$ cat config.mk
export PLATFORM = sky130hd
export DESIGN_NAME = tag_name_value_unit_parser_top_flat
export DESIGN_NICKNAME = d
export VERILOG_FILES = /design/src/design/tnvp_pkg.sv /design/src/design/tnvp_req_if.sv /design/src/design/tnvp_rsp_if.sv /design/src/design/tnvp_core.sv /design/src/design/tag_name_value_unit_parser_top.sv /design/src/flat_wrapper.sv
export SDC_FILE = /design/constraint.sdc
export NUM_CORES = 1
export LEC_CHECK = 0
export BUFFER_PORTS_ARGS = -buffer_cell sky130_fd_sc_hd__buf_2
export CORE_MARGIN = 4
export CORE_UTILIZATION = 50
export DETAILED_ROUTE_END_ITERATION = 10
export PLACE_DENSITY = 0.74
export SKIP_CTS_REPAIR_TIMING = 1
export SLEW_MARGIN = 25
export SYNTH_ARGS = -nofsm -noshare
export SYNTH_HDL_FRONTEND = slang
export SYNTH_HIERARCHICAL = 1
export SYNTH_SLANG_ARGS = --single-unit
$ cat constraint.sdc
create_clock -name clock -period 10.6 [get_ports clock]
set_input_delay 1.59 -clock clock [delete_from_list [all_inputs] [get_ports clock]]
set_output_delay 1.59 -clock clock [all_outputs]
set_load 0.01 [all_outputs]
$ cat src/design/tnvp_pkg.sv
// Shared constants for the tag name/value/unit parser.
`default_nettype none
package tnvp_pkg;

   // Payload widths fixed by the character format
   localparam int CHAR_BITS = 21;
   localparam int DEST_BITS = 2;
   localparam int FRAC_BITS = 4;

   // Defaults for the top-level parameters
   localparam int MANTISSA_BITS_DEFAULT = 48;
   localparam int TRIM_BITS_DEFAULT     = 12;

   // Character codes
   localparam logic [CHAR_BITS-1:0] CH_EQUAL  = 21'h00003D;
   localparam logic [CHAR_BITS-1:0] CH_BSLASH = 21'h00005C;
   localparam logic [CHAR_BITS-1:0] CH_SPACE  = 21'h000020;
   localparam logic [CHAR_BITS-1:0] CH_TAB    = 21'h000009;
   localparam logic [CHAR_BITS-1:0] CH_COMMA  = 21'h00002C;
   localparam logic [CHAR_BITS-1:0] CH_DOT    = 21'h00002E;
   localparam logic [CHAR_BITS-1:0] CH_MINUS  = 21'h00002D;
   localparam logic [CHAR_BITS-1:0] CH_ZERO   = 21'h000030;
   localparam logic [CHAR_BITS-1:0] CH_NINE   = 21'h000039;

   // Fraction digit count ceiling
   localparam logic [FRAC_BITS-1:0] FRAC_MAX = 4'd15;

   // Character destination codes
   localparam logic [DEST_BITS-1:0] DEST_DROP = 2'd0;
   localparam logic [DEST_BITS-1:0] DEST_NAME = 2'd1;
   localparam logic [DEST_BITS-1:0] DEST_UNIT = 2'd2;

endpackage
`default_nettype wire

$ cat src/design/tnvp_req_if.sv
// Character channel: valid/ready handshake carrying one text character.
`default_nettype none
interface tnvp_req_if;
   import tnvp_pkg::*;

   logic                 valid;
   logic                 ready;
   logic [CHAR_BITS-1:0] char_code;
   logic                 last;

   modport source (output valid, output char_code, output last, input ready);
   modport sink   (input valid, input char_code, input last, output ready);
endinterface
`default_nettype wire

$ cat src/design/tnvp_rsp_if.sv
// Result channel: valid/ready handshake carrying destination and summary fields.
`default_nettype none
interface tnvp_rsp_if #(
   parameter int MANTISSA_BITS = tnvp_pkg::MANTISSA_BITS_DEFAULT,
   parameter int TRIM_BITS     = tnvp_pkg::TRIM_BITS_DEFAULT
);
   import tnvp_pkg::*;

   logic                     valid;
   logic                     ready;
   logic [DEST_BITS-1:0]     char_dest;
   logic [CHAR_BITS-1:0]     char_echo;
   logic                     done_res;
   logic                     name_found;
   logic                     value_found;
   logic                     unit_found;
   logic [MANTISSA_BITS-1:0] value_magnitude;
   logic                     value_negative;
   logic [FRAC_BITS-1:0]     fraction_digits;
   logic [TRIM_BITS-1:0]     name_trim;
   logic [TRIM_BITS-1:0]     unit_trim;
   logic                     overflow;

   modport source (
      output valid, input ready,
      output char_dest, output char_echo, output done_res,
      output name_found, output value_found, output unit_found,
      output value_magnitude, output value_negative, output fraction_digits,
      output name_trim, output unit_trim, output overflow
   );
   modport sink (
      input valid, output ready,
      input char_dest, input char_echo, input done_res,
      input name_found, input value_found, input unit_found,
      input value_magnitude, input value_negative, input fraction_digits,
      input name_trim, input unit_trim, input overflow
   );
endinterface
`default_nettype wire

$ cat src/design/tnvp_core.sv
// Parser state, per-character update and result register.
`default_nettype none
module tnvp_core #(
   parameter int MANTISSA_BITS = tnvp_pkg::MANTISSA_BITS_DEFAULT,
   parameter int TRIM_BITS     = tnvp_pkg::TRIM_BITS_DEFAULT
) (
   input  wire logic                           clock,
   input  wire logic                           reset,
   input  wire logic                           in_valid,
   input  wire logic [tnvp_pkg::CHAR_BITS-1:0] in_char,
   input  wire logic                           in_last,
   output      logic                           in_take,
   input  wire logic                           out_ready,
   output      logic                           out_valid,
   output      logic [tnvp_pkg::DEST_BITS-1:0] out_dest,
   output      logic [tnvp_pkg::CHAR_BITS-1:0] out_echo,
   output      logic                           out_done,
   output      logic                           out_name_found,
   output      logic                           out_value_found,
   output      logic                           out_unit_found,
   output      logic [MANTISSA_BITS-1:0]       out_magnitude,
   output      logic                           out_negative,
   output      logic [tnvp_pkg::FRAC_BITS-1:0] out_frac,
   output      logic [TRIM_BITS-1:0]           out_name_trim,
   output      logic [TRIM_BITS-1:0]           out_unit_trim,
   output      logic                           out_overflow
);
   import tnvp_pkg::*;

   localparam int PROD_BITS = MANTISSA_BITS + 4;

   typedef enum logic [1:0] {
      MODE_NAME,
      MODE_ESC,
      MODE_VALUE,
      MODE_UNIT
   } mode_type;

   // Parser state
   mode_type                 mode_ff, mode_in;
   logic                     name_started_ff, name_started_in;
   logic                     decimal_seen_ff, decimal_seen_in;
   logic                     minus_seen_ff, minus_seen_in;
   logic                     digit_seen_ff, digit_seen_in;
   logic [MANTISSA_BITS-1:0] mantissa_ff, mantissa_in;
   logic [FRAC_BITS-1:0]     fraction_count_ff, fraction_count_in;
   logic [TRIM_BITS-1:0]     name_trailing_ff, name_trailing_in;
   logic [TRIM_BITS-1:0]     unit_trailing_ff, unit_trailing_in;
   logic                     saturated_ff, saturated_in;

   // Result register
   logic                     out_valid_ff;
   logic [DEST_BITS-1:0]     dest_ff, dest_in;
   logic [CHAR_BITS-1:0]     echo_ff;
   logic                     done_ff, done_in;
   logic                     name_found_ff, name_found_in;
   logic                     value_found_ff, value_found_in;
   logic                     unit_found_ff, unit_found_in;
   logic [MANTISSA_BITS-1:0] magnitude_ff, magnitude_in;
   logic                     negative_ff, negative_in;
   logic [FRAC_BITS-1:0]     frac_ff, frac_in;
   logic [TRIM_BITS-1:0]     name_trim_ff, name_trim_in;
   logic [TRIM_BITS-1:0]     unit_trim_ff, unit_trim_in;
   logic                     overflow_ff, overflow_in;

   // Character classes
   logic                     is_bslash, is_equal, is_blank, is_mark, is_minus, is_digit;
   logic                     in_num;
   logic [PROD_BITS-1:0]     mant_ext, mant_prod;

   // Take an item whenever the result register is empty or being drained
   assign in_take = in_valid && (!out_valid_ff || out_ready);

   assign is_bslash = (in_char == CH_BSLASH);
   assign is_equal  = (in_char == CH_EQUAL);
   assign is_blank  = (in_char == CH_SPACE) || (in_char == CH_TAB);
   assign is_mark   = (in_char == CH_COMMA) || (in_char == CH_DOT);
   assign is_minus  = (in_char == CH_MINUS);
   assign is_digit  = (in_char >= CH_ZERO) && (in_char <= CH_NINE);
   assign in_num    = (mode_ff == MODE_VALUE) || (mode_ff == MODE_UNIT);

   // Multiply by ten and add the digit; upper bits set means saturation
   assign mant_ext  = {4'b0000, mantissa_ff};
   assign mant_prod = (mant_ext << 3) + (mant_ext << 1)
                      + {{(PROD_BITS-4){1'b0}}, in_char[3:0]};

   // Per-character mode update and destination
   always_comb begin
      logic go_name;
      logic go_unit;
      logic boolean_tag;

      go_name           = 1'b0;
      go_unit           = 1'b0;
      boolean_tag       = 1'b0;
      mode_in           = mode_ff;
      name_started_in   = name_started_ff;
      decimal_seen_in   = decimal_seen_ff;
      minus_seen_in     = minus_seen_ff;
      digit_seen_in     = digit_seen_ff;
      mantissa_in       = mantissa_ff;
      fraction_count_in = fraction_count_ff;
      name_trailing_in  = name_trailing_ff;
      unit_trailing_in  = unit_trailing_ff;
      saturated_in      = saturated_ff;
      dest_in           = DEST_DROP;

      if (is_bslash) begin
         if (in_num) begin
            go_unit = 1'b1;
         end else if (mode_ff == MODE_ESC) begin
            go_name = 1'b1;
         end else begin
            mode_in = MODE_ESC;
         end
      end else if (is_equal) begin
         if (!name_started_ff || mode_ff == MODE_ESC) begin
            go_name = 1'b1;
         end else if (in_num) begin
            go_unit = 1'b1;
         end else begin
            mode_in = MODE_VALUE;
         end
      end else if (is_blank) begin
         if (mode_ff == MODE_NAME || mode_ff == MODE_ESC) begin
            if (name_started_ff) begin
               dest_in = DEST_NAME;
               if (&name_trailing_ff) begin
                  saturated_in = 1'b1;
               end else begin
                  name_trailing_in = name_trailing_ff + 1'b1;
               end
            end
         end else if (mode_ff == MODE_UNIT) begin
            dest_in = DEST_UNIT;
            if (&unit_trailing_ff) begin
               saturated_in = 1'b1;
            end else begin
               unit_trailing_in = unit_trailing_ff + 1'b1;
            end
         end
      end else if (is_mark) begin
         if (decimal_seen_ff || mode_ff == MODE_UNIT) begin
            go_unit = 1'b1;
         end else if (mode_ff == MODE_VALUE) begin
            decimal_seen_in = 1'b1;
         end else begin
            go_name = 1'b1;
         end
      end else if (is_minus) begin
         if (minus_seen_ff || mode_ff == MODE_UNIT) begin
            go_unit = 1'b1;
         end else if (mode_ff == MODE_VALUE) begin
            minus_seen_in = 1'b1;
         end else begin
            go_name = 1'b1;
         end
      end else if (is_digit) begin
         if (mode_ff == MODE_VALUE) begin
            digit_seen_in = 1'b1;
            if (mant_prod[PROD_BITS-1:MANTISSA_BITS] != 4'b0000) begin
               mantissa_in  = '1;
               saturated_in = 1'b1;
            end else begin
               mantissa_in = mant_prod[MANTISSA_BITS-1:0];
            end
            if (decimal_seen_ff) begin
               if (fraction_count_ff >= FRAC_MAX) begin
                  saturated_in = 1'b1;
               end else begin
                  fraction_count_in = fraction_count_ff + 1'b1;
               end
            end
         end else if (mode_ff == MODE_UNIT) begin
            unit_trailing_in = '0;
            dest_in          = DEST_UNIT;
         end else begin
            go_name = 1'b1;
         end
      end else if (in_num) begin
         go_unit = 1'b1;
      end else begin
         go_name = 1'b1;
      end

      // Enter name or unit mode
      if (go_name) begin
         name_started_in  = 1'b1;
         name_trailing_in = '0;
         mode_in          = MODE_NAME;
         dest_in          = DEST_NAME;
      end
      if (go_unit) begin
         unit_trailing_in = '0;
         mode_in          = MODE_UNIT;
         dest_in          = DEST_UNIT;
      end

      // Summary on the last character, zero otherwise
      done_in        = in_last;
      name_found_in  = 1'b0;
      value_found_in = 1'b0;
      unit_found_in  = 1'b0;
      magnitude_in   = '0;
      negative_in    = 1'b0;
      frac_in        = '0;
      name_trim_in   = '0;
      unit_trim_in   = '0;
      overflow_in    = 1'b0;
      if (in_last) begin
         boolean_tag    = (mode_in == MODE_NAME) && name_started_in;
         unit_found_in  = (mode_in == MODE_UNIT);
         name_found_in  = (mode_in == MODE_UNIT) || name_started_in;
         value_found_in = digit_seen_in;
         if (boolean_tag) begin
            magnitude_in = {{(MANTISSA_BITS-1){1'b0}}, 1'b1};
         end else begin
            magnitude_in = mantissa_in;
            negative_in  = minus_seen_in;
            frac_in      = fraction_count_in;
         end
         name_trim_in = name_trailing_in;
         unit_trim_in = unit_trailing_in;
         overflow_in  = saturated_in;

         // Clear the state for the next text
         mode_in           = MODE_NAME;
         name_started_in   = 1'b0;
         decimal_seen_in   = 1'b0;
         minus_seen_in     = 1'b0;
         digit_seen_in     = 1'b0;
         mantissa_in       = '0;
         fraction_count_in = '0;
         name_trailing_in  = '0;
         unit_trailing_in  = '0;
         saturated_in      = 1'b0;
      end
   end

   // Hold state and result register; advance on each transfer
   always_ff @(posedge clock) begin
      if (reset) begin
         mode_ff           <= MODE_NAME;
         name_started_ff   <= 1'b0;
         decimal_seen_ff   <= 1'b0;
         minus_seen_ff     <= 1'b0;
         digit_seen_ff     <= 1'b0;
         mantissa_ff       <= '0;
         fraction_count_ff <= '0;
         name_trailing_ff  <= '0;
         unit_trailing_ff  <= '0;
         saturated_ff      <= 1'b0;
         out_valid_ff      <= 1'b0;
      end else if (in_take) begin
         mode_ff           <= mode_in;
         name_started_ff   <= name_started_in;
         decimal_seen_ff   <= decimal_seen_in;
         minus_seen_ff     <= minus_seen_in;
         digit_seen_ff     <= digit_seen_in;
         mantissa_ff       <= mantissa_in;
         fraction_count_ff <= fraction_count_in;
         name_trailing_ff  <= name_trailing_in;
         unit_trailing_ff  <= unit_trailing_in;
         saturated_ff      <= saturated_in;
         out_valid_ff      <= 1'b1;
         dest_ff           <= dest_in;
         echo_ff           <= in_char;
         done_ff           <= done_in;
         name_found_ff     <= name_found_in;
         value_found_ff    <= value_found_in;
         unit_found_ff     <= unit_found_in;
         magnitude_ff      <= magnitude_in;
         negative_ff       <= negative_in;
         frac_ff           <= frac_in;
         name_trim_ff      <= name_trim_in;
         unit_trim_ff      <= unit_trim_in;
         overflow_ff       <= overflow_in;
      end else if (out_ready) begin
         out_valid_ff <= 1'b0;
      end
   end

   assign out_valid       = out_valid_ff;
   assign out_dest        = dest_ff;
   assign out_echo        = echo_ff;
   assign out_done        = done_ff;
   assign out_name_found  = name_found_ff;
   assign out_value_found = value_found_ff;
   assign out_unit_found  = unit_found_ff;
   assign out_magnitude   = magnitude_ff;
   assign out_negative    = negative_ff;
   assign out_frac        = frac_ff;
   assign out_name_trim   = name_trim_ff;
   assign out_unit_trim   = unit_trim_ff;
   assign out_overflow    = overflow_ff;

endmodule
`default_nettype wire

$ cat src/design/tag_name_value_unit_parser_top.sv
// Tag name/value/unit parser top level: input register, parser core, assertions.
// Splits a tag text such as "name = -3.5 kg", one character per transfer, into
// name, signed decimal value and unit. Every character yields one result giving
// its destination (dropped, name or unit); the character flagged last also
// carries the summary (presence flags, mantissa with fraction digit count, trailing
// blank counts, overflow) and clears the parser for the next text. Throughput is
// one character per cycle while neither side stalls, set by the per-character
// update of the parser state (mode and multiply-by-ten accumulate); a character goes
// via the input register and result register; both sides may stall freely.
`default_nettype none
module tag_name_value_unit_parser_top #(
   parameter int MANTISSA_BITS = tnvp_pkg::MANTISSA_BITS_DEFAULT,
   parameter int TRIM_BITS     = tnvp_pkg::TRIM_BITS_DEFAULT
) (
   input wire logic   clock,
   input wire logic   reset,
   tnvp_req_if.sink   req_if,
   tnvp_rsp_if.source rsp_if
);
   import tnvp_pkg::*;

   // Input register
   logic                 s1_valid_ff;
   logic [CHAR_BITS-1:0] s1_char_ff;
   logic                 s1_last_ff;
   logic                 core_take;

   logic [MANTISSA_BITS-1:0] magnitude;
   logic [TRIM_BITS-1:0]     name_trim;
   logic [TRIM_BITS-1:0]     unit_trim;

   // Accept while the input register is empty or moving on
   assign req_if.ready = !s1_valid_ff || core_take;

   always_ff @(posedge clock) begin
      if (reset) begin
         s1_valid_ff <= 1'b0;
      end else if (req_if.ready) begin
         s1_valid_ff <= req_if.valid;
         s1_char_ff  <= req_if.char_code;
         s1_last_ff  <= req_if.last;
      end
   end

   tnvp_core #(
      .MANTISSA_BITS (MANTISSA_BITS),
      .TRIM_BITS     (TRIM_BITS)
   ) u_core (
      .clock           (clock),
      .reset           (reset),
      .in_valid        (s1_valid_ff),
      .in_char         (s1_char_ff),
      .in_last         (s1_last_ff),
      .in_take         (core_take),
      .out_ready       (rsp_if.ready),
      .out_valid       (rsp_if.valid),
      .out_dest        (rsp_if.char_dest),
      .out_echo        (rsp_if.char_echo),
      .out_done        (rsp_if.done_res),
      .out_name_found  (rsp_if.name_found),
      .out_value_found (rsp_if.value_found),
      .out_unit_found  (rsp_if.unit_found),
      .out_magnitude   (magnitude),
      .out_negative    (rsp_if.value_negative),
      .out_frac        (rsp_if.fraction_digits),
      .out_name_trim   (name_trim),
      .out_unit_trim   (unit_trim),
      .out_overflow    (rsp_if.overflow)
   );

   assign rsp_if.value_magnitude = magnitude;
   assign rsp_if.name_trim       = name_trim;
   assign rsp_if.unit_trim       = unit_trim;

   // A unit part always implies a name
   a_unit_has_name: assert property (@(posedge clock) disable iff (reset)
      rsp_if.valid && rsp_if.unit_found |-> rsp_if.name_found)
      else $error("unit reported without a name");

   // Summary fields stay quiet on characters that are not last
   a_quiet_summary: assert property (@(posedge clock) disable iff (reset)
      rsp_if.valid && !rsp_if.done_res |->
         magnitude == '0 && !rsp_if.name_found && !rsp_if.value_found &&
         !rsp_if.overflow && name_trim == '0 && unit_trim == '0)
      else $error("summary fields set on a non-final character");

   // Destination code is one of the three defined
   a_dest_code: assert property (@(posedge clock) disable iff (reset)
      rsp_if.valid |-> rsp_if.char_dest == DEST_DROP ||
         rsp_if.char_dest == DEST_NAME || rsp_if.char_dest == DEST_UNIT)
      else $error("undefined destination code");

   // A held character in the input register is never lost
   a_s1_hold: assert property (@(posedge clock) disable iff (reset)
      s1_valid_ff && !core_take |=> s1_valid_ff && $stable(s1_char_ff))
      else $error("pending character dropped from input register");

endmodule
`default_nettype wire

$ cat src/flat_wrapper.sv
// flat-port wrapper written by rule: the top's interface ports become plain ports
module tag_name_value_unit_parser_top_flat import tnvp_pkg::*;
#(
   parameter int MANTISSA_BITS = tnvp_pkg::MANTISSA_BITS_DEFAULT,
   parameter int TRIM_BITS     = tnvp_pkg::TRIM_BITS_DEFAULT
)
  (clock, reset, req_if_valid, req_if_char_code, req_if_last, req_if_ready, rsp_if_valid, rsp_if_ready, rsp_if_char_dest, rsp_if_char_echo, rsp_if_done_res, rsp_if_name_found, rsp_if_value_found, rsp_if_unit_found, rsp_if_value_magnitude, rsp_if_value_negative, rsp_if_fraction_digits, rsp_if_name_trim, rsp_if_unit_trim, rsp_if_overflow);
  tnvp_req_if req_if_i ();
  tnvp_rsp_if #(.MANTISSA_BITS(MANTISSA_BITS), .TRIM_BITS(TRIM_BITS)) rsp_if_i ();
  input wire logic clock;
  input wire logic reset;
  input wire logic [$bits(req_if_i.valid)-1:0] req_if_valid;
  input wire logic [$bits(req_if_i.char_code)-1:0] req_if_char_code;
  input wire logic [$bits(req_if_i.last)-1:0] req_if_last;
  output wire logic [$bits(req_if_i.ready)-1:0] req_if_ready;
  output wire logic [$bits(rsp_if_i.valid)-1:0] rsp_if_valid;
  input wire logic [$bits(rsp_if_i.ready)-1:0] rsp_if_ready;
  output wire logic [$bits(rsp_if_i.char_dest)-1:0] rsp_if_char_dest;
  output wire logic [$bits(rsp_if_i.char_echo)-1:0] rsp_if_char_echo;
  output wire logic [$bits(rsp_if_i.done_res)-1:0] rsp_if_done_res;
  output wire logic [$bits(rsp_if_i.name_found)-1:0] rsp_if_name_found;
  output wire logic [$bits(rsp_if_i.value_found)-1:0] rsp_if_value_found;
  output wire logic [$bits(rsp_if_i.unit_found)-1:0] rsp_if_unit_found;
  output wire logic [$bits(rsp_if_i.value_magnitude)-1:0] rsp_if_value_magnitude;
  output wire logic [$bits(rsp_if_i.value_negative)-1:0] rsp_if_value_negative;
  output wire logic [$bits(rsp_if_i.fraction_digits)-1:0] rsp_if_fraction_digits;
  output wire logic [$bits(rsp_if_i.name_trim)-1:0] rsp_if_name_trim;
  output wire logic [$bits(rsp_if_i.unit_trim)-1:0] rsp_if_unit_trim;
  output wire logic [$bits(rsp_if_i.overflow)-1:0] rsp_if_overflow;
  assign req_if_i.valid = req_if_valid;
  assign req_if_i.char_code = req_if_char_code;
  assign req_if_i.last = req_if_last;
  assign req_if_ready = req_if_i.ready;
  assign rsp_if_valid = rsp_if_i.valid;
  assign rsp_if_i.ready = rsp_if_ready;
  assign rsp_if_char_dest = rsp_if_i.char_dest;
  assign rsp_if_char_echo = rsp_if_i.char_echo;
  assign rsp_if_done_res = rsp_if_i.done_res;
  assign rsp_if_name_found = rsp_if_i.name_found;
  assign rsp_if_value_found = rsp_if_i.value_found;
  assign rsp_if_unit_found = rsp_if_i.unit_found;
  assign rsp_if_value_magnitude = rsp_if_i.value_magnitude;
  assign rsp_if_value_negative = rsp_if_i.value_negative;
  assign rsp_if_fraction_digits = rsp_if_i.fraction_digits;
  assign rsp_if_name_trim = rsp_if_i.name_trim;
  assign rsp_if_unit_trim = rsp_if_i.unit_trim;
  assign rsp_if_overflow = rsp_if_i.overflow;
  tag_name_value_unit_parser_top #(.MANTISSA_BITS(MANTISSA_BITS), .TRIM_BITS(TRIM_BITS)) u_core (.clock(clock), .reset(reset), .req_if(req_if_i), .rsp_if(rsp_if_i));
endmodule
Word-level counts from Yosys, hierarchy flattened
Index checks and enable logic that the tools add are counted.
{"block": "classes", "n_addsub": 5, "order_cmp": 3, "n_eq_ne": 15, "mux": 129, "bitwise": 2, "n_reduce_logical": 28}
{"op": "$mux W48", "n": 9}
{"op": "$mux W12", "n": 21}
{"op": "$eq A21 B6 Y1 const B", "n": 5}
{"op": "$mux W1", "n": 70}
{"op": "$add A51 B49 Y52", "n": 1}
{"op": "$add A52 B4 Y52", "n": 1}
{"op": "$mux W4", "n": 10}
{"op": "$mux W2", "n": 19}
{"op": "$add A12 B1 Y12 const B", "n": 2}
{"op": "$reduce_and A12 Y1", "n": 2}
{"op": "$eq A21 B4 Y1 const B", "n": 1}
{"op": "$eq A21 B7 Y1 const B", "n": 1}
{"op": "$ge A21 B6 Y1 const B", "n": 1}
{"op": "$le A21 B6 Y1 const B", "n": 1}
{"op": "$logic_or A1 B1 Y1", "n": 10}
{"op": "$ne A2 B1 Y1 const B", "n": 4}
{"op": "$reduce_and A7 Y1", "n": 1}
{"op": "$eq A2 B2 Y1 const B", "n": 3}
{"op": "$reduce_bool A2 Y1", "n": 3}
{"op": "$add A4 B1 Y4 const B", "n": 1}
{"op": "$ge A4 B4 Y1 const B", "n": 1}
{"op": "$logic_not A2 Y1", "n": 2}
{"op": "$reduce_and A2 Y1", "n": 2}
{"op": "$reduce_bool A4 Y1", "n": 1}
{"op": "5 further kinds", "n": 10}
{"block": "word_totals", "reg_bits": 212, "input_bits": 26, "output_inout_bits": 107}

Logic depth before layout (Yosys ltp)
{"block": "logic_depth", "depth_word": 14, "mapped_depth": 15}

By module
Netlist, hierarchy kept.
{"module": "tnvp_core", "instances": 1, "cells_each": 1234, "area_each_um2": 11746.3, "seq_area_each_um2": 4834.6}
{"module": "tag_name_value_unit_parser_top", "instances": 1, "cells_each": 27, "area_each_um2": 720.7, "seq_area_each_um2": 680.7}

Worst setup path after synthesis
Ideal clock, no wire load.
{"block": "synth_timing", "path_kind": "input port to flip-flop", "start": "input rsp_if_ready", "end": "register u_core.u_core.dest_ff[0], in the netlist u_core/u_core/out_dest[0], enable pin", "t_arrival_ns": 6.641, "required_time_ns": 10.030, "path_slack_ns": 3.388, "path_stages": 5, "path_buffers": 2, "cell_sequence": "nand2b_1 -> nand2_1 -> clkbuf_1 -> clkbuf_1 -> nor2_1"}
{"block": "synth_between", "elab_chain_len": 3}
{"item": "start: declaration", "line_no": "flat_wrapper.sv:17", "rtl": "input wire logic [$bits(rsp_if_i.ready)-1:0] rsp_if_ready;"}
{"item": "$logic_or A1 B1 Y1", "line_no": "tnvp_core.sv:72", "rtl": "assign in_take = in_valid && (!out_valid_ff || out_ready);"}
{"item": "$logic_and A1 B1 Y1", "line_no": "tnvp_core.sv:72"}
{"item": "$reduce_and A2 Y1 (no line)"}
{"item": "end signal: assignment", "line_no": "tnvp_core.sv:266", "rtl": "dest_ff <= dest_in;"}
{"item": "end: declaration", "line_no": "tnvp_core.sv:53", "rtl": "logic [DEST_BITS-1:0] dest_ff, dest_in;"}
No other way between the ends.
A chain may end at the register's enable or synchronous reset.

Final worst setup path
{"block": "layout_timing", "start": "register u_core.s1_char_ff[3]", "end": "register u_core.u_core.magnitude_ff[1], in the netlist u_core/u_core/out_magnitude[1] (data pin)"}
{"block": "layout_between", "elab_chain_len": 13, "elab_cells_between_ends": 42}
{"item": "start: declaration", "line_no": "tag_name_value_unit_parser_top.sv:24", "rtl": "logic [CHAR_BITS-1:0] s1_char_ff;"}
{"item": "start signal: assignment", "line_no": "tag_name_value_unit_parser_top.sv:40", "rtl": "s1_char_ff <= req_if.char_code;"}
{"item": "parallel branches: the longest is 13 deep, another holds $add A52 B4 Y52"}
{"item": "end signal: assignment", "line_no": "tnvp_core.sv:272", "rtl": "magnitude_ff <= magnitude_in;"}
{"item": "end: declaration", "line_no": "tnvp_core.sv:59", "rtl": "logic [MANTISSA_BITS-1:0] magnitude_ff, magnitude_in;"}
Parallel ways; which one is timed is not known.

==> qor.log <==
qor: die.fp.dieW 166 um
qor: synthesis.postSynth.asyncResetShare 0%
qor: synthesis.yosysWarningCount 6
qor: synthesis.post_syn_nets 1387
qor: power.pwr-share-clk 44.1%
qor: synthesis.synth-edff-count 127
qor: synthesis.post-synth-top-area-cell sky130_fd_sc_hd__edfxtp_1
qor: synthesis.synthesis.instances 1261
qor: power.p_sw 374 uW
qor: sta.max_transition_viols_final 0
qor: routing.routed-via-count 10.5k
qor: synthesis.ys_top_cells_by_area sky130_fd_sc_hd__edfxtp_1 31%, sky130_fd_sc_hd__dfxtp_1 14%, sky130_fd_sc_hd__ha_1 9.8%, sky130_fd_sc_hd__a21oi_1 4.2%, sky130_fd_sc_hd__o21ai_0 3.6%
qor: synthesis.seq_area_frac_synth 44.2%
qor: grt.grt_antenna_before_repair 0
qor: sta.period_minus_slack 4.88 ns
qor: setup_path.regToRegSetupSlack 5.72 ns
qor: routing.wirelength 32500 um
qor: sta.setup-violations-final 0
qor: synthesis.synth_top_flop_cell sky130_fd_sc_hd__edfxtp_1
qor: final_layout.multiInputGateArea 6610 um2
qor: power.intPower 1380 uW
qor: clock_tree.clock_tree_from_tritoncts yes
qor: synthesis.synth-seq-cells 212
qor: setup_path.worst_setup_path_start_kind register
qor: sta.max_slew.worst_pin.slew 0.995 ns
qor: synthesis.synth.avg_cell_area 9.89 um2
qor: final_layout.net_count_reported_at_finish 1490
qor: run.cap_viol_max_count 0
qor: setup_path.slowest_delay 0.60 ns
qor: die.initial_utilization 51.1%
qor: setup_path.worstPathCellList fa_1 -> inv_1 -> fa_1 -> nand2b_1 -> a21oi_2 -> o21ai_2 -> o31ai_4 -> a21oi_1 -> o41a_1 -> a21oi_2 -> nand4_1 -> buf_4 -> o221a_2
qor: routing.route.detailed.drc 0
qor: clock_tree.clock-sinks 212
qor: sta.setup_tns 0 ns
qor: clock_tree.htreeDepth 1
qor: power.power.share.combinational 4.2%
qor: run_status.status complete, no violations
qor: grt.globalRouteTotalUtil 22.8%
qor: clock_tree.clock_tree.root_cell sky130_fd_sc_hd__clkbuf_16
qor: clock_tree.clk_pin_slew_worst_paths 0.06 ns
qor: grt.grt_pass1_vias 10.1k
qor: power.netSwitchingFraction 21.3%
qor: die.fp.dieH 166 um
qor: clock_tree.cts_buffers 23
qor: setup_path.critical_path_peak_fanout 12
qor: setup_path.critical-path-slowest-cell sky130_fd_sc_hd__fa_1
qor: final_layout.count_of_inserted_antenna_diode_cells 0
qor: die.dieArea 27500 um2
qor: synthesis.mappedNetlistArea 12500 um2
qor: place.detailedPlacementHpwl 23400 um
qor: sta.maxClockFrequency 205 MHz
qor: setup_path.worst-endpoint-required 10.85 ns
qor: hold_path.timing.hold.worst.class register to register
qor: setup_path.path_class register to register
qor: die.coreArea 24400 um2
qor: routing.antenna_violating_nets_post_route 0
qor: setup_path.cp.arrival 5.13 ns
qor: routing.wl_per_cell 19.1 um
qor: power.vdd_ir_drop_max 0.0968 mV
qor: final_layout.layout-drive-gt1-share 15.0%
qor: sta.relative_slew_slack 33.4%
qor: final_layout.num-fill-cells 2161
qor: final_layout.final-seq-area 5520 um2
qor: clock_tree.later_pin_clock_latency_in_the_skew_report 0.51 ns
qor: setup_path.cp-end-kind register
qor: grt.grt_start_max_net_pins 79
qor: synthesis.synth_top_area_share 30.6%
qor: power.sequentialPowerShare 51.7%
qor: grt.grt_overflow_total 0
qor: power.p_leak 0.00552 uW
qor: grt.grt_first_pass_wirelength 53500 um
qor: power.pwr_density_cell 125 nW/um2
qor: clock_tree.clockBufferDepth 3
qor: final_layout.area_delta_synth_final 12.9%
qor: place.port-buffer-count 132
qor: routing.drt_first_iter_violations 771
qor: sta.finalHoldViolations 0
qor: sta.clock-skew-final 0.0184 ns
qor: routing.first_pass_iters 6
qor: die.num_rows 57
qor: routing.viasPerCell 6.14
qor: sta.smallest_hold_slack 0.452 ns
qor: sta.grt_setup_unrepaired no
qor: die.pin_count 133
qor: sta.timing.final.crit_share 46.1%
qor: place.gp_routability_congestion 0.897
qor: synthesis.yosysUniqueCellTypes 88
## per-layer routing
layer | GRT usage, % | part of all wire [%]
met1 | 28.8 | 42
met3 | 2.98 | 4.6
met5 | 0 | 0
met2 | 41.7 | 52
met4 | 5.24 | 1.8
## final cells by class
cell class              instances  share of cell area (%)
multi-input cells             965                    46.9
well taps                     324                    2.88
inverters                      16                   0.427
flip-flops and latches        212                    39.2
clock inverters                 7                   0.631
clock buffers                  34                    4.52
repair buffers                146                    5.44
## kinds of logic (layout without fill, tap and decap cells)
| logic type | after synthesis | in the layout | synth area share, % |
|---|---|---|---|
| adders and majority gates | 100 | 100 | 10.2 |
| DFF | 212 | 212 | 44.2 |
| buffers and inverters | 84 | 203 | 2.90 |
| and+or+nand+nor | 384 | 384 | 15.5 |
| AOI/OAI and AO/OA | 418 | 418 | 22.8 |
| muxes | 6 | 6 | 0.482 |
| xor gates and xnor gates | 57 | 57 | 4.00 |
## cells in the final DEF (no fill, tap or decap), drive strengths merged, types with 27 or more instances in the layout
cell | Yosys | layout
buf | 27 | 146
a31oi | 40 | 40
nand2 | 102 | 102
nor2 | 111 | 111
xnor2 | 30 | 30
edfxtp | 127 | 127
a221o | 30 | 30
ha | 98 | 98
a21oi | 108 | 108
clkbuf | 41 | 34
o21ai | 99 | 99
dfxtp | 85 | 85
xor2 | 27 | 27
## Yosys cell counts, types with 3 or more instances
cell type / count
sky130_fd_sc_hd__buf_2: 20
sky130_fd_sc_hd__o21ai_0: 90
sky130_fd_sc_hd__and4_1: 8
sky130_fd_sc_hd__clkbuf_1: 39
sky130_fd_sc_hd__mux2i_1: 6
sky130_fd_sc_hd__buf_4: 5
sky130_fd_sc_hd__a21oi_1: 104
sky130_fd_sc_hd__ha_1: 98
sky130_fd_sc_hd__nor2b_1: 7
sky130_fd_sc_hd__a21boi_0: 3
sky130_fd_sc_hd__xor2_1: 27
sky130_fd_sc_hd__and3_1: 19
sky130_fd_sc_hd__or4_1: 4
sky130_fd_sc_hd__nor4_2: 3
sky130_fd_sc_hd__o21bai_1: 8
sky130_fd_sc_hd__a31oi_1: 39
sky130_fd_sc_hd__a21o_1: 14
sky130_fd_sc_hd__or3_1: 5
sky130_fd_sc_hd__o22ai_1: 4
sky130_fd_sc_hd__nor2_1: 109
sky130_fd_sc_hd__nand2b_1: 8
sky130_fd_sc_hd__o221a_1: 20
sky130_fd_sc_hd__o21a_1: 13
sky130_fd_sc_hd__xnor2_1: 30
sky130_fd_sc_hd__o21ai_1: 8
sky130_fd_sc_hd__a22oi_1: 14
sky130_fd_sc_hd__a311oi_1: 3
sky130_fd_sc_hd__and2_1: 15
sky130_fd_sc_hd__nand3b_1: 6
sky130_fd_sc_hd__a211o_1: 11
sky130_fd_sc_hd__nor3_1: 22
sky130_fd_sc_hd__dfxtp_1: 85
sky130_fd_sc_hd__nand4_1: 20
sky130_fd_sc_hd__o211ai_1: 5
sky130_fd_sc_hd__nor4_1: 8
sky130_fd_sc_hd__a221o_1: 30
sky130_fd_sc_hd__a211oi_1: 8
sky130_fd_sc_hd__nand3_1: 26
sky130_fd_sc_hd__nor3b_1: 3
sky130_fd_sc_hd__nand2_1: 102
sky130_fd_sc_hd__o31ai_1: 7
sky130_fd_sc_hd__edfxtp_1: 127
sky130_fd_sc_hd__inv_1: 15
sky130_fd_sc_hd__a21oi_2: 4
## flip-flops by register name, indices dropped and copies added (netlist names), 2 cells and up
register	cells
u_core/s1_char_ff	21
u_core/u_core/fraction_count_ff	4
u_core/u_core/mantissa_ff	48
u_core/u_core/mode_ff	2
u_core/u_core/name_trailing_ff	12
u_core/u_core/out_dest	2
u_core/u_core/out_echo	21
u_core/u_core/out_frac	4
u_core/u_core/out_magnitude	48
u_core/u_core/out_name_trim	12
u_core/u_core/out_unit_trim	12
u_core/u_core/unit_trailing_ff	12
## path summary, 6_finish.rpt
check	cells after the start	to	startpoint
setup / recovery	13	u_core/u_core/out_magnitude[1]	u_core/s1_char_ff[3]
hold / removal	0	u_core/u_core/out_echo[20]	u_core/s1_char_ff[20]
setup reg to reg	13	u_core/u_core/out_magnitude[1]	u_core/s1_char_ff[3]
hold reg to reg	0	u_core/u_core/out_echo[20]	u_core/s1_char_ff[20]
## worst max-delay path: cells and delay by family (launching register included)
kind            cells  cell delay, ns
simple gates        2            0.80
fa+ha+maj           2            1.04
flops               1            0.51
compound gates      7            1.76
buf+inv             2            0.52
## metrics by stage
stage | instances | area [um2] | total power (uW) | util, % | worst slack [ns]
floorplan | 1261 | 12500 | 965 | - | 3.39
global placement | 1663 | 13400 | 999 | 54.8 | 5.84
detailed placement | 1663 | 13400 | 1000 | 54.8 | 5.71
CTS | 1704 | 14100 | 1770 | 57.7 | 5.76
global route | 1704 | 14100 | 1820 | 57.7 | 5.50
finish | 1704 | 14100 | 1760 | 57.7 | 5.72
## power groups by stage
stage	combinational (uW)	clock (uW)	sequential (uW)
final	73.0	775	909
after floorplan	28.7	0	936
after global placement	72.7	0	927
after global routing	79.3	829	912
after CTS	73.8	789	910
after detailed placement	73.6	0	927
Note: power is estimated with default switching activity, not from simulation.
